--- src/rtl/smalu_pkg.sv ---
// ----------------------------------------------------------------------------
// smalu_pkg
// Shared types and operation codes of the 8/16-bit ALU with flags.
// ----------------------------------------------------------------------------
package smalu_pkg;

   localparam logic [4:0] FUNC_ADD   = 5'd0;
   localparam logic [4:0] FUNC_ADC   = 5'd1;
   localparam logic [4:0] FUNC_SUB   = 5'd2;
   localparam logic [4:0] FUNC_SBC   = 5'd3;
   localparam logic [4:0] FUNC_AND   = 5'd4;
   localparam logic [4:0] FUNC_XOR   = 5'd5;
   localparam logic [4:0] FUNC_OR    = 5'd6;
   localparam logic [4:0] FUNC_CP    = 5'd7;
   localparam logic [4:0] FUNC_INC   = 5'd8;
   localparam logic [4:0] FUNC_DEC   = 5'd9;
   localparam logic [4:0] FUNC_DAA   = 5'd10;
   localparam logic [4:0] FUNC_CPL   = 5'd11;
   localparam logic [4:0] FUNC_SCF   = 5'd12;
   localparam logic [4:0] FUNC_CCF   = 5'd13;
   localparam logic [4:0] FUNC_RLCA  = 5'd14;
   localparam logic [4:0] FUNC_RLA   = 5'd15;
   localparam logic [4:0] FUNC_RRCA  = 5'd16;
   localparam logic [4:0] FUNC_RRA   = 5'd17;
   localparam logic [4:0] FUNC_ADD16 = 5'd18;
   localparam logic [4:0] FUNC_ADDSP = 5'd19;

   localparam logic [7:0] DAA_SUB_LO  = 8'hFA;
   localparam logic [7:0] DAA_SUB_HI  = 8'hA0;
   localparam logic [8:0] DAA_ADD_LO  = 9'h006;
   localparam logic [8:0] DAA_ADD_HI  = 9'h060;
   localparam logic [3:0] DAA_DIG_MAX = 4'h9;
   localparam logic [4:0] DAA_TOP_MAX = 5'h09;

   typedef struct packed {
      logic [4:0]  func;
      logic [15:0] operand_a;
      logic [15:0] operand_b;
      logic        zero_in;
      logic        subtract_in;
      logic        half_in;
      logic        carry_in;
   } alu_req_type;

   typedef struct packed {
      logic [15:0] result;
      logic        write_result;
      logic        zero_out;
      logic        subtract_out;
      logic        half_out;
      logic        carry_out;
   } alu_rsp_type;

endpackage

--- src/rtl/sm83_alu_with_flags_unit.sv ---
// ----------------------------------------------------------------------------
// sm83_alu_with_flags_unit
// 8-bit ALU with Z/N/H/C flags, decimal adjust, rotates and 16-bit adds.
//
//   channel | direction | handshake         | payload
//   req     | in        | req_valid/ready   | req_data (alu_req_type)
//   rsp     | out       | rsp_valid/ready   | rsp_data (alu_rsp_type)
//
// One word per cycle sustained while rsp_ready stays high; a word passes the
// input register, then the result register after the adders and muxes.
// Synchronous active-high reset empties both stages.
// A stalled result holds in the result register while the input register
// still takes one more word; req_ready drops only when both are full.
// ----------------------------------------------------------------------------
module sm83_alu_with_flags_unit (
   input  logic                   clock,
   input  logic                   reset,
   input  logic                   req_valid,
   output logic                   req_ready,
   input  smalu_pkg::alu_req_type req_data,
   output logic                   rsp_valid,
   input  logic                   rsp_ready,
   output smalu_pkg::alu_rsp_type rsp_data
);
   import smalu_pkg::*;

   logic        s1_valid_ff;
   logic        s1_valid_in;
   alu_req_type s1_ff;
   logic        rsp_valid_ff;
   logic        rsp_valid_in;
   alu_rsp_type rsp_ff;
   alu_rsp_type calc;
   logic        rsp_free;
   logic        s1_adv;

   logic [7:0]  a;
   logic [7:0]  b;
   logic        t;
   logic [8:0]  sum9;
   logic [4:0]  hsum5;
   logic [8:0]  diff9;
   logic [4:0]  hdiff5;
   logic [7:0]  daa_sub;
   logic [8:0]  daa_lo;
   logic [8:0]  daa_hi;
   logic        daa_c;
   logic [16:0] sum17;
   logic [12:0] hsum13;
   logic [15:0] sp_sum;
   logic [8:0]  sp_byte;
   logic [4:0]  sp_nib;

   assign rsp_free  = !rsp_valid_ff || rsp_ready;
   assign s1_adv    = s1_valid_ff && rsp_free;
   assign req_ready = !s1_valid_ff || rsp_free;
   assign rsp_valid = rsp_valid_ff;
   assign rsp_data  = rsp_ff;

   always_comb begin
      s1_valid_in  = (req_valid && req_ready) || (s1_valid_ff && !rsp_free);
      rsp_valid_in = s1_adv || (rsp_valid_ff && !rsp_ready);
   end

   always_ff @(posedge clock) begin
      if (reset) begin
         s1_valid_ff  <= 1'b0;
         rsp_valid_ff <= 1'b0;
      end else begin
         s1_valid_ff  <= s1_valid_in;
         rsp_valid_ff <= rsp_valid_in;
      end
   end

   always_ff @(posedge clock) begin
      if (req_valid && req_ready) begin
         s1_ff <= req_data;
      end
      if (s1_adv) begin
         rsp_ff <= calc;
      end
   end

   always_comb begin
      a       = s1_ff.operand_a[7:0];
      b       = s1_ff.operand_b[7:0];
      t       = ((s1_ff.func == FUNC_ADC) || (s1_ff.func == FUNC_SBC)) && s1_ff.carry_in;
      sum9    = {1'b0, a} + {1'b0, b} + {8'h00, t};
      hsum5   = {1'b0, a[3:0]} + {1'b0, b[3:0]} + {4'h0, t};
      diff9   = {1'b0, a} - {1'b0, b} - {8'h00, t};
      hdiff5  = {1'b0, a[3:0]} - {1'b0, b[3:0]} - {4'h0, t};
      daa_sub = a + (s1_ff.half_in ? DAA_SUB_LO : 8'h00)
                  + (s1_ff.carry_in ? DAA_SUB_HI : 8'h00);
      daa_lo  = {1'b0, a} + (((a[3:0] > DAA_DIG_MAX) || s1_ff.half_in) ? DAA_ADD_LO : 9'h000);
      daa_c   = (daa_lo[8:4] > DAA_TOP_MAX) || s1_ff.carry_in;
      daa_hi  = daa_lo + (daa_c ? DAA_ADD_HI : 9'h000);
      sum17   = {1'b0, s1_ff.operand_a} + {1'b0, s1_ff.operand_b};
      hsum13  = {1'b0, s1_ff.operand_a[11:0]} + {1'b0, s1_ff.operand_b[11:0]};
      sp_sum  = s1_ff.operand_a + {{8{b[7]}}, b};
      sp_byte = {1'b0, s1_ff.operand_a[7:0]} + {1'b0, b};
      sp_nib  = {1'b0, s1_ff.operand_a[3:0]} + {1'b0, b[3:0]};

      calc.result       = s1_ff.operand_a;
      calc.write_result = 1'b0;
      calc.zero_out     = s1_ff.zero_in;
      calc.subtract_out = s1_ff.subtract_in;
      calc.half_out     = s1_ff.half_in;
      calc.carry_out    = s1_ff.carry_in;

      case (s1_ff.func)
         FUNC_ADD, FUNC_ADC: begin
            calc = '{{8'h00, sum9[7:0]}, 1'b1, sum9[7:0] == 8'h00, 1'b0, hsum5[4], sum9[8]};
         end
         FUNC_SUB, FUNC_SBC, FUNC_CP: begin
            calc = '{{8'h00, diff9[7:0]}, s1_ff.func != FUNC_CP, diff9[7:0] == 8'h00,
                     1'b1, hdiff5[4], diff9[8]};
         end
         FUNC_AND: begin
            calc = '{{8'h00, a & b}, 1'b1, (a & b) == 8'h00, 1'b0, 1'b1, 1'b0};
         end
         FUNC_XOR: begin
            calc = '{{8'h00, a ^ b}, 1'b1, (a ^ b) == 8'h00, 1'b0, 1'b0, 1'b0};
         end
         FUNC_OR: begin
            calc = '{{8'h00, a | b}, 1'b1, (a | b) == 8'h00, 1'b0, 1'b0, 1'b0};
         end
         FUNC_INC: begin
            calc = '{{8'h00, a + 8'h01}, 1'b1, a == 8'hFF, 1'b0, a[3:0] == 4'hF,
                     s1_ff.carry_in};
         end
         FUNC_DEC: begin
            calc = '{{8'h00, a - 8'h01}, 1'b1, a == 8'h01, 1'b1, a[3:0] == 4'h0,
                     s1_ff.carry_in};
         end
         FUNC_DAA: begin
            if (s1_ff.subtract_in) begin
               calc = '{{8'h00, daa_sub}, 1'b1, daa_sub == 8'h00, 1'b1, 1'b0,
                        s1_ff.carry_in};
            end else begin
               calc = '{{8'h00, daa_hi[7:0]}, 1'b1, daa_hi[7:0] == 8'h00, 1'b0, 1'b0,
                        daa_c};
            end
         end
         FUNC_CPL: begin
            calc = '{{8'h00, ~a}, 1'b1, s1_ff.zero_in, 1'b1, 1'b1, s1_ff.carry_in};
         end
         FUNC_SCF: begin
            calc = '{{8'h00, a}, 1'b0, s1_ff.zero_in, 1'b0, 1'b0, 1'b1};
         end
         FUNC_CCF: begin
            calc = '{{8'h00, a}, 1'b0, s1_ff.zero_in, 1'b0, 1'b0, !s1_ff.carry_in};
         end
         FUNC_RLCA: begin
            calc = '{{8'h00, a[6:0], a[7]}, 1'b1, 1'b0, 1'b0, 1'b0, a[7]};
         end
         FUNC_RLA: begin
            calc = '{{8'h00, a[6:0], s1_ff.carry_in}, 1'b1, 1'b0, 1'b0, 1'b0, a[7]};
         end
         FUNC_RRCA: begin
            calc = '{{8'h00, a[0], a[7:1]}, 1'b1, 1'b0, 1'b0, 1'b0, a[0]};
         end
         FUNC_RRA: begin
            calc = '{{8'h00, s1_ff.carry_in, a[7:1]}, 1'b1, 1'b0, 1'b0, 1'b0, a[0]};
         end
         FUNC_ADD16: begin
            calc = '{sum17[15:0], 1'b1, s1_ff.zero_in, 1'b0, hsum13[12], sum17[16]};
         end
         FUNC_ADDSP: begin
            calc = '{sp_sum, 1'b1, 1'b0, 1'b0, sp_nib[4], sp_byte[8]};
         end
         default: begin
            calc.result = s1_ff.operand_a;
         end
      endcase
   end

`ifndef SYNTHESIS
   assert property (@(posedge clock) reset |=> !rsp_valid_ff && !s1_valid_ff)
      else $error("pipeline not empty after reset");

   assert property (@(posedge clock) disable iff (reset)
      (req_valid && req_ready) |=> s1_valid_ff)
      else $error("accepted word lost from input register");

   assert property (@(posedge clock) disable iff (reset)
      (s1_valid_ff && !rsp_free) |=> s1_valid_ff && $stable(s1_ff))
      else $error("stalled input register changed");

   assert property (@(posedge clock) disable iff (reset)
      !req_ready |-> s1_valid_ff && rsp_valid_ff && !rsp_ready)
      else $error("input stalled while pipeline has room");
`endif

endmodule

--- config.mk ---
export PLATFORM = sky130hd
export DESIGN_NAME = sm83_alu_with_flags_unit
export DESIGN_NICKNAME = d
export VERILOG_FILES = /design/src/rtl/smalu_pkg.sv /design/src/rtl/sm83_alu_with_flags_unit.sv
export SDC_FILE = /design/constraint.sdc
export NUM_CORES = 1
export LEC_CHECK = 0
export ABC_AREA = 1
export BUFFER_PORTS_ARGS = -buffer_cell sky130_fd_sc_hd__buf_4
export CAP_MARGIN = 20
export CORE_MARGIN = 4
export CORE_UTILIZATION = 40
export CTS_CLUSTER_SIZE = 8
export DETAILED_ROUTE_END_ITERATION = 8
export HOLD_SLACK_MARGIN = 0.05
export RECOVER_POWER = 25
export SETUP_SLACK_MARGIN = 0.05
export SYNTH_ARGS = -nofsm -noshare
export SYNTH_HDL_FRONTEND = slang
export SYNTH_SLANG_ARGS = --single-unit
--- constraint.sdc ---
create_clock -name clock -period 4.8 [get_ports clock]
set_input_delay 0.24 -clock clock [delete_from_list [all_inputs] [get_ports clock]]
set_output_delay 0.24 -clock clock [all_outputs]
set_load 0.005 [all_outputs]
==> summary.txt, run 1 <==
Outcome
  – Status: complete, no violations

Critical path
  – Critical Path RT: 5.01 ns
  – Crit path capture type: register
  – Worst EP arrival: 4.42 ns
  – Critical Path Start Type: register
  – Crit Path Max Fanout: 13
  – Setup CP Type: register to register

Cells and area
  – Nets: roughly 1,000
  – Area Growth Syn to Fin: 17.6%
  – Diodes inserted: 0
  – Fillers: between 1,500 and 2,000
  – Storage element area: 0.00190 mm²
  – Most common cell after layout, fill and taps aside: nand2_1
  – Fin util: approximately half
  – Layout cell share with drive strength beyond 1: around 15%
  – Commonest non-fill, non-tap cells in the layout: 195 x nand2_1, 106 x inv_1, 74 x nand3_1
  – Multi-input logic area: between 0.003 and 0.004 mm²

Clocking
  – Clk slew on worst S/H paths: 0.06 ns
  – CTS tree: yes
  – Clock Tree Root: clkbuf_16
  – Sink Count: 64
  – Worst-Skew Late Latency: between 0.3 and 0.4 ns
  – Clk buf depth: 2
  – Total CTS buffers: 9
  – Post-CTS setup buffer count: 0
  – CTS H-Tree Depth: 3
  – Total of cells resized after clock tree synthesis: 0

Floorplan
  – Std-Cell Rows: 45
  – Ports: between 60 and 70
  – Die Wd: around 130 µm
  – Starting Density: between 40% and 50%
  – Floorplan core area: about 0.015 mm²
  – Chip Height: 133 µm
  – Die ar.: 0.0177 mm²

Drt
  – Number of routed nets with antenna violations: 0
  – WL per Instance: about 18 µm
  – TritonRoute pass-1 iters: 6
  – Drt via density: 5.49
  – Via count: a little over 6,000
  – Drc violations: 0
  – DRT iter0 DRCs: 593
  – DRT Wirelength: a little over 20,000 µm

STA
  – Slew HR: 57.1%
  – Final period util: between 80 and 90%
  – Final setup vio count: 0
  – Post-route clock skew: between 0.01 and 0.015 ns
  – Worst-Margin Slew: roughly 0.64 ns
  – Crit path time final: roughly 4.2 ns
  – Final hold vios: 0
  – Fin Setup TNS: 0 ns
  – Unrepaired setup endpoints after global routing: false
  – FMAX: 238 MHz
  – Final Max Tran Viols: 0

Place
  – Routability cong.: roughly 0.94
  – Detailed placement HPWL: 15,900 µm
  – Port Buf Inserts: 67

Pwr
  – Peak supply drop: 155 µV
  – Cell area power density: between 200 and 300 mW/mm²
  – Leak pwr: 3.44 nW

Global routing
  – Global-route wire length before repair: 31,900 µm
  – Total grt overflow: 0
  – Tot GR Track Use: 23.0%
  – Largest net degree at the start of global routing: 42
  – Initial antenna violation count: 0
  – Vias in the first global route: approximately 5,900

Synthesis
  – Number of flops mapped to enable cells by yosys: 62
  – #FFs+latches synth: 64
  – Count of warnings emitted by yosys: 0
  – Yosys cell types: 50
  – Synth Area per Inst: between 7 and 8 µm²
  – Async S/R FF share, synth: 0%
  – Syn nets: between 900 and 1,000
  – Register area share after synthesis: between 30% and 40%
  – Cell area after synthesis: 0.00625 mm²
  – Top FF cell, synth: edfxtp_1
  – Synth Instances: 838

Run
  – Max_cap viols: 0

Hold path
  – HP Class: input pin to register
## where the power goes
part	switching, mW	total, mW	internal (mW)
sequential	0.0358	0.696	0.660
clock	0.287	0.748	0.461
combinational	0.377	0.594	0.217
## cells in the mapped netlist (all sizes together) (4+ instances only)
cell type | count | area (µm²)
nor4 | 6 | 37.5
o21ai | 41 | 216
xnor2 | 9 | 86.3
nand3 | 78 | 410
o211ai | 9 | 67.6
a211oi | 8 | 60.1
ha | 63 | 788
inv | 116 | 438
fa | 6 | 120
nor2 | 77 | 337
o22ai | 13 | 81.3
nand4 | 24 | 150
nand2 | 209 | 825
buf | 12 | 75.1
a21oi | 43 | 219
xor2 | 12 | 105
edfxtp | 62 | 1860
nor3 | 18 | 95.1
nand3b | 6 | 48.8
o221ai | 4 | 35.0
## metrics by stage
stage | area [µm²] | hold WS (ns) | setup slack [ns] | cells | power [mW]
after global routing | 7350 | 0.0704 | 0.176 | 1129 | 2.15
after CTS | 7350 | 0.0510 | 0.632 | 1129 | 2.04
after detailed placement | 7010 | 0.412 | 0.684 | 1112 | 1.29
final | 7350 | 0.0717 | 0.591 | 1129 | 2.04
after global placement | 7010 | 0.410 | 0.742 | 1112 | 1.29
after floorplan | 6250 | 0.309 | 0.451 | 838 | 1.10
## layout make-up
| type | instances | area share (%) |
|---|---|---|
| repair buffers | 77 | 7.90 |
| inverters | 117 | 6.01 |
| flip-flops and latches | 64 | 25.9 |
| well taps | 211 | 3.59 |
| clock buffers | 9 | 3.07 |
| clock inverters | 7 | 1.40 |
| multi-input cells | 644 | 52.1 |
## worst paths after layout
path,from,endpoint,slack [ns],cells past startpoint
hold reg to reg,s1_valid_ff,rsp_valid,0.49,2
hold / removal,req_data[0],s1_ff[0],0.07,1
setup / recovery,a[3],rsp_data[3],0.59,22
setup reg to reg,a[3],rsp_data[3],0.59,22
## layer usage
metal | wire, µm | vias up | track usage (%) | part of all wire [%]
li1 | - | 3030 | - | -
met1 | 9280 | 2872 | 32.6 | 46
met2 | 9050 | 267 | 36.2 | 45
met3 | 1570 | 29 | 3.95 | 7.7
met4 | 391 | 0 | 6.24 | 1.9
met5 | 0 | - | 0 | 0
## cells by family (layout without fill, tap and decap cells)
family,count (synthesis),in the layout,share of synthesized area (%)
xor+xnor,21,21,3.06
simple gates,421,421,30.8
compound gates,133,133,12.9
flops,64,64,30.4
fa+ha+maj,69,69,14.5
buf+inv,130,210,8.33
## registers in the layout (all words and copies together), names as in the netlist
register     flops
s1_valid_ff      1
s1_ff           25
rsp_data        21
a                8
b                8
rsp_valid        1
## worst max-delay path, stage by stage, from the launching register on
cell and delay (ns):
edfxtp_1 0.37, buf_4 0.18, inv_1 0.29, o311ai_0 0.17, buf_4 0.18, ha_1 0.20, fa_1 0.40, nand2_1 0.14
nor2_1 0.09, nand3_1 0.10, o21ai_0 0.11, o21ai_0 0.10, nand2_1 0.08, or2_2 0.31, ha_1 0.20, fa_1 0.45
nor2_1 0.11, nand3_1 0.07, nor3_1 0.13, nand4_1 0.11, o21ai_0 0.08, nand2_1 0.07, nand4_1 0.11
## timing repair
item / in CTS / in global routing
hold endpoints to repair: 2 / 0
endpoints found under the setup margin: 0 / 0
hold buffers: 1 / 0
Power figures use the tool's default switching activity.
==> run 2, diff against run 1 <==
--- a/config.mk
+++ b/config.mk
@@ -5,7 +5,7 @@
 export SDC_FILE = /design/constraint.sdc
 export NUM_CORES = 1
 export LEC_CHECK = 0
-export ABC_AREA = 1
+export ABC_AREA = 0
 export BUFFER_PORTS_ARGS = -buffer_cell sky130_fd_sc_hd__buf_4
 export CAP_MARGIN = 20
 export CORE_MARGIN = 4
==> run 2 against run 1 <==
Effect of this change: global-route usage grew 1.5 points; utilization rose by 0.32 points; power is 6.2% lower; worst setup slack worse by 0.37 ns; via count fell by 7.0%; flip-flop and latch count unchanged; clock power decreased by 20%; design area shrank 2.7%; critical path depth shrank 11.
==> summary.txt, run 2 <==
Outcome
  – Status: complete, no violations

Synthesis
  – Synth Area per Inst: 9.17 µm² (+23%)
  – Synth Instances: 667 (-20%)
  – #FFs+latches synth: 64 (unchanged)
  – Synth top cells by count: 63 x ha_1, 62 x edfxtp_1, 49 x nand2_1, 42 x a21oi_1, 38 x nor2_1
  – Dominant cell type by area after synthesis: edfxtp_1
  – Top post-synthesis cells by area: edfxtp_1 30%, ha_1 13%, xnor2_1 3.9%
  – Number of flops mapped to enable cells by yosys: 62 (unchanged)
  – Async S/R FF share, synth: 0% (unchanged)
  – Register area share after synthesis: 31.1% (+0.66 points)
  – Syn nets: 781 (-18%)
  – Top FF cell, synth: edfxtp_1
  – Yosys top cell area share: 30.4% (+0.65 points)
  – Cell area after synthesis: 0.00612 mm² (-2.1%)
  – Leading cell type by number of instances after synthesis: ha_1
  – Count of warnings emitted by yosys: 0 (unchanged)
  – Yosys cell types: 79 (+58%)

Clocking
  – CTS Hold Bufs: 0 (-1)
  – Sink Count: 64 (unchanged)
  – Total CTS buffers: 9 (unchanged)
  – Clock Tree Root: clkbuf_16
  – CTS tree: yes
  – CTS H-Tree Depth: 3 (unchanged)
  – Clk buf depth: 2 (unchanged)
  – Worst-Skew Late Latency: 0.35 ns (about the same)
  – Clk slew on worst S/H paths: 0.06 ns (about the same)

Floorplan
  – Ports: 68 (unchanged)
  – Floorplan core area: 0.0148 mm² (-3.3%)
  – Die ar.: 0.0173 mm² (-2.0%)
  – Chip Height: 132 µm (-1.0%)
  – Std-Cell Rows: 44 (-2.2%)
  – Die Wd: 132 µm (-1.0%)
  – Starting Density: 41.5% (+0.50 points)

STA
  – Final period util: 95.3% (+7.7 points)
  – Final setup vio count: 0 (unchanged)
  – Fin Setup TNS: 0 ns (unchanged)
  – Final Max Tran Viols: 0 (unchanged)
  – Crit path time final: 4.58 ns (+0.367 ns)
  – Unrepaired setup endpoints after global routing: false
  – Worst-Margin Slew: 1.19 ns (+0.552 ns)
  – Hold slack: 0.0636 ns (-0.00807 ns)
  – FMAX: 219 MHz (-8.0%)
  – Post-route clock skew: 0.0127 ns (-0.00177 ns)
  – Final hold vios: 0 (unchanged)
  – Slew HR: 18.4% (-39 points)

Cells and area
  – Commonest non-fill, non-tap cells in the layout: 62 x ha_1, 62 x edfxtp_1, 49 x nand2_1, 49 x buf_4, 41 x a21oi_1
  – Multi-input logic area: 0.00396 mm² (+3.3%)
  – Layout cell share with drive strength beyond 1: 17.8% (+2.4 points)
  – Nets: 846 (-18%)
  – Storage element area: 0.00190 mm² (unchanged)
  – Finished Layout Cells: 921 (-18%)
  – Fillers: 1,422 (-9.2%)
  – Diodes inserted: 0 (unchanged)
  – Area Growth Syn to Fin: 16.9%
  – Largest register FFs: 25 (unchanged)
  – Largest Register: s1_ff

Drt
  – WL per Instance: 23.3 µm (+30%)
  – DRT Wirelength: 21,400 µm (+5.7%)
  – Via count: 5,764 (-7.0%)
  – TritonRoute pass-1 iters: 5 (-1)
  – Drt via density: 6.26 (+14%)
  – Drc violations: 0 (unchanged)
  – Number of routed nets with antenna violations: 0 (unchanged)
  – DRT iter0 DRCs: 886 (+49%)

Global routing
  – Initial antenna violation count: 0 (unchanged)
  – Vias in the first global route: 5,442 (-7.0%)
  – Largest net degree at the start of global routing: 42 (unchanged)
  – Tot GR Track Use: 24.5% (+1.5 points)
  – Global-route wire length before repair: 33,300 µm (+4.4%)
  – Total grt overflow: 0 (unchanged)

Pwr
  – Internal Power: 1.25 mW (-6.6%)
  – Switching share of power: 34.6% (+0.27 points)
  – Total power: 1.91 mW (-6.2%)
  – Sequential power share: 36.0% (+1.9 points)
  – Leak pwr: 2.84 nW (-17%)
  – Peak supply drop: 242 µV (+56%)
  – Logic gate share of total power: 32.7% (+3.6 points)
  – Cell area power density: 267 mW/mm² (-3.6%)
  – Switching power: 662 µW (-5.4%)
  – Clock power frac: 31.3% (-5.4 points)

Critical path
  – Setup CP Type: register to register
  – Critical Path Start Type: register
  – Reg-to-Reg Start: s1_ff[38]
  – Worst Setup SP: s1_ff[38]
  – Crit Path Max Fanout: 9 (-4)
  – Critical Path RT: 4.84 ns (-0.17 ns)
  – Worst EP arrival: 4.61 ns (+0.19 ns)
  – Crit path capture type: register

Place
  – Placed cells: 902 (-19%)
  – Port Buf Inserts: 67 (unchanged)
  – Routability cong.: 0.965 (+2.2%)
  – Detailed placement HPWL: 16,200 µm (+2.3%)

Hold path
  – Hold Path Origin: reset
  – HP Class: input pin to register

Run
  – Max_cap viols: 0 (unchanged)
[run 2: cell count changes after synthesis, sizes merged, moves of 12 or more]
cell and change:
inv -82, nand2 -160, nor2 -38, xnor2 +18, nand3 -60, clkbuf +12
[run 2: repair_timing]
item                                    CTS  global route
endpoints found under the setup margin    0             1
buffers inserted                          0             2
gates resized for setup                   0             5
[run 2: kinds of logic after synthesis]
logic type | count (synthesis) | synth area share [%]
buf+inv | 67 | 4.62
mux | 12 | 2.00
simple gates | 216 | 18.2
flops | 64 | 31.1
compound gates | 192 | 22.3
xor+xnor | 47 | 6.85
fa+ha+maj | 69 | 14.9
[run 2: final timing paths]
path,to,slack [ns],depth (start not counted)
min reg2reg,rsp_valid,0.51,2
min,s1_valid_ff,0.06,2
max reg2reg,rsp_data[0],0.22,11
max,rsp_data[0],0.22,11
[run 2: layout make-up]
type / instances / share of cell area [%]
well taps: 184 / 3.22
clock buffers: 10 / 3.20
flip-flops and latches: 64 / 26.6
repair buffers: 87 / 9.36
clock inverters: 6 / 0.507
inverters: 34 / 1.78
multi-input cells: 536 / 55.3
[run 2: worst max-delay path: stages, from the launching register on]
cell       delay [ns]
edfxtp_1         0.41
nor2_1           0.47
nand4_1          0.27
fa_1             0.50
fa_1             0.48
o21a_1           0.23
nor4_2           0.23
o41ai_2          0.16
xor2_1           0.23
nor2_1           0.07
a2111oi_0        1.03
o211ai_1         0.19
[run 2: stage by stage]
stage | setup slack [ns] | util [%] | instance area, µm²
after global routing | 0.0785 | 48.5 | 7150
final | 0.223 | 48.5 | 7150
after global placement | 0.409 | 46.3 | 6830
after floorplan | 0.183 | - | 6120
after detailed placement | 0.297 | 46.3 | 6830
after CTS | 0.274 | 48.1 | 7090
[run 2: power by group through the flow]
stage          combinational (mW)  sequential (mW)  clock, mW
2_1_floorplan               0.414            0.687          0
3_3_place_gp                0.597            0.699          0
3_5_place_dp                0.605            0.698          0
4_1_cts                     0.609            0.687      0.608
5_1_grt                     0.680            0.691      0.633
6_report                    0.625            0.688      0.598
[run 2: per-layer routing]
metal	part of all wire [%]	global-route usage (%)
met1	45	35.5
met4	2.8	7.58
met3	9.0	6.00
met2	43	36.1
met5	0	0
==> run 3, diff against run 2 <==
--- a/config.mk
+++ b/config.mk
@@ -6,7 +6,7 @@
 export NUM_CORES = 1
 export LEC_CHECK = 0
 export ABC_AREA = 0
-export BUFFER_PORTS_ARGS = -buffer_cell sky130_fd_sc_hd__buf_4
+export BUFFER_PORTS_ARGS = -buffer_cell sky130_fd_sc_hd__buf_2
 export CAP_MARGIN = 20
 export CORE_MARGIN = 4
 export CORE_UTILIZATION = 40
==> run 3 against run 2 <==
Effect of this change: via count up 1.1%; global-route usage up 0.11 points; critical path depth up 1; register-to-register slack better by 0.095 ns; wire length up 1.0%; worst setup slack better by 0.095 ns; sequential power up 0.6%; power up 1.5%; utilization down 1.2 points; largest power group unchanged; highest routed layer unchanged.
==> summary.txt, run 3 (same netlist as run 2, synthesis figures left out) <==
Critical path
  – R2r setup slk: 0.32 ns (+0.10 ns)
  – Critical Path Start Type: register
  – CP max-delay cell: a2111oi_0
  – Crit path capture type: register
  – Critical path's largest stage delay: 0.87 ns (-0.16 ns)
  – Crit Path Max Fanout: 19 (+10)
  – CP bufs+invs: 1 (+1)
  – Stages on worst setup path: 12 (+1)
  – Critical Path RT: 4.85 ns (about the same)
  – CP cell instances: buf_4, nor2_1, nand4_1, fa_1, fa_1, o21a_1, nor4_2, o41ai_2, xor2_1, nor2_1, a2111oi_0, o211ai_1
  – CP delay by family, top: compound AO/OA/AOI/OAI gates
  – Worst EP arrival: 4.53 ns (-0.08 ns)
  – Setup CP Type: register to register
  – Reg2Reg Depth: 12 (+1)
  – R2R Path End: rsp_data[0]
  – Reg-to-Reg Start: s1_ff[39]

STA
  – Hold slack: 0.0613 ns (-0.00234 ns)
  – Post-route clock skew: 0.00794 ns (-0.00480 ns)
  – Worst-Margin Slew: 0.972 ns (-0.221 ns)
  – FMAX: 223 MHz (+2.1%)
  – Slew HR: 33.6% (+15 points)
  – Final hold vios: 0 (unchanged)
  – Fin Setup TNS: 0 ns (unchanged)
  – Final period util: 93.4% (-2.0 points)
  – Final setup vio count: 0 (unchanged)
  – Final Max Tran Viols: 0 (unchanged)
  – Unrepaired setup endpoints after global routing: false
  – Crit path time final: 4.48 ns (-0.0954 ns)

Floorplan
  – Die Wd: 132 µm (unchanged)
  – Ports: 68 (unchanged)
  – Std-Cell Rows: 44 (unchanged)
  – Die ar.: 0.0173 mm² (unchanged)
  – Starting Density: 41.5% (unchanged)
  – Floorplan core area: 0.0148 mm² (unchanged)
  – Chip Height: 132 µm (unchanged)

Outcome
  – Status: complete, no violations

Drt
  – Drt via density: 6.34 (+1.4%)
  – DRT Wirelength: 21,700 µm (+1.0%)
  – Via count: 5,830 (+1.1%)
  – Number of routed nets with antenna violations: 0 (unchanged)
  – WL per Instance: 23.6 µm (+1.3%)
  – Drc violations: 0 (unchanged)
  – DRT iter0 DRCs: 857 (-3.3%)
  – TritonRoute pass-1 iters: 8 (+3)

Clocking
  – Post-CTS setup buffer count: 0 (unchanged)
  – CTS tree: yes
  – Clk slew on worst S/H paths: 0.06 ns (about the same)
  – CTS H-Tree Depth: 3 (unchanged)
  – Total of cells resized after clock tree synthesis: 0 (unchanged)
  – CTS Hold Bufs: 0 (unchanged)
  – Worst-Skew Late Latency: 0.35 ns (about the same)
  – Clock Tree Root: clkbuf_16
  – Sink Count: 64 (unchanged)
  – Clk buf depth: 2 (unchanged)
  – Total CTS buffers: 9 (unchanged)

Pwr
  – Cell area power density: 278 mW/mm² (+4.0%)
  – Switching share of power: 33.7% (-0.86 points)
  – Sequential power share: 35.7% (-0.3 points)
  – Clock power frac: 33.5% (+2.2 points)
  – Peak supply drop: 191 µV (-21%)
  – Total power: 1.94 mW (+1.5%)
  – Leak pwr: 2.80 nW (-1.5%)
  – Logic gate share of total power: 30.8% (-1.9 points)
  – Switching power: 655 µW (-1.1%)
  – Internal Power: 1.29 mW (+2.8%)

Cells and area
  – Commonest non-fill, non-tap cells in the layout: 67 x buf_2, 63 x ha_1, 62 x edfxtp_1
  – Storage element area: 0.00190 mm² (unchanged)
  – Largest Register: s1_ff
  – Diodes inserted: 0 (unchanged)
  – Layout Cell Area excl Fill: 0.00698 mm² (-2.4%)
  – Fillers: 1,410 (-0.84%)
  – Multi-input logic area: 0.00395 mm² (-0.25%)
  – Nets: 844 (-0.24%)
  – Most common cell after layout, fill and taps aside: buf_2
  – Area Growth Syn to Fin: 14.1%
  – Layout cell share with drive strength beyond 1: 17.1% (-0.63 points)
  – Largest register FFs: 25 (unchanged)

Global routing
  – Global-route wire length before repair: 33,300 µm (about the same)
  – Total grt overflow: 0 (unchanged)
  – Tot GR Track Use: 24.6% (+0.11 points)
  – Vias in the first global route: 5,550 (+2.0%)
  – Initial antenna violation count: 0 (unchanged)
  – Largest net degree at the start of global routing: 42 (unchanged)

Place
  – Dpl cell area: 0.00666 mm² (-2.5%)
  – Routability cong.: 0.963 (-0.28%)
  – Port Buf Inserts: 67 (unchanged)
  – Detailed placement HPWL: 16,300 µm (+0.56%)

Hold path
  – HP Class: input pin to register
  – Hold Path Origin: req_data[0]
  – Endpoint of the worst hold path: s1_ff[0]
  – Hold Path Cell Cnt: 1 (-1)

Run
  – Max_cap viols: 0 (unchanged)
## run 3: cell count changes in the layout (fill, tap and decap cells not counted), moves of 3 or more
cell | previous run | this run
buf_2 | 0 | 67
clkbuf_4 | 36 | 0
buf_4 | 49 | 17
clkinvlp_4 | 3 | 0
## run 3: power groups by stage
stage	clock, mW	sequential [mW]	combinational, mW
after detailed placement	0	0.702	0.578
after CTS	0.658	0.691	0.581
after global placement	0	0.702	0.571
after global routing	0.677	0.695	0.652
after floorplan	0	0.687	0.414
final	0.650	0.692	0.598
## run 3: worst max path at each step
stage | start | end | slack (ns)
floorplan | a[1] | rsp_data[12] | 0.18
global placement | a[0] | rsp_data[12] | 0.39
detailed placement | a[0] | rsp_data[12] | 0.29
CTS | a[0] | rsp_data[12] | 0.28
global route | a[0] | rsp_data[12] | 0.07
finish | s1_ff[39] | rsp_data[0] | 0.32
## run 3: metrics by stage
step	worst slack [ns]	std cells	utilization, %
after global routing	0.0668	919	47.3
after global placement	0.386	902	45.1
after floorplan	0.183	667	-
final	0.319	919	47.3
after detailed placement	0.290	902	45.1
after CTS	0.276	918	47.0
## run 3: cell type report
class	count	share of cell area, %
Clock buffer	11	3.34
Clock inverter	5	0.681
Inverter	34	1.83
Multi-Input combinational cell	536	56.6
Sequential cell	64	27.3
Tap cell	184	3.30
Timing Repair Buffer	85	7.03
## run 3: layer usage
metal,vias to the layer above,global-route usage [%],routed length [µm]
li1,2659,-,-
met1,2810,35.4,9760
met2,323,37.5,9600
met3,38,4.93,1830
met4,0,7.53,484
met5,-,0,0
## run 3: worst register-to-register path: stages (launching register included)
cell and delay, ns:
edfxtp_1 0.36, buf_4 0.22, nor2_1 0.48, nand4_1 0.23, fa_1 0.46, fa_1 0.51
o21a_1 0.26, nor4_2 0.25, o41ai_2 0.15, xor2_1 0.15, nor2_1 0.07, a2111oi_0 0.87
o211ai_1 0.19
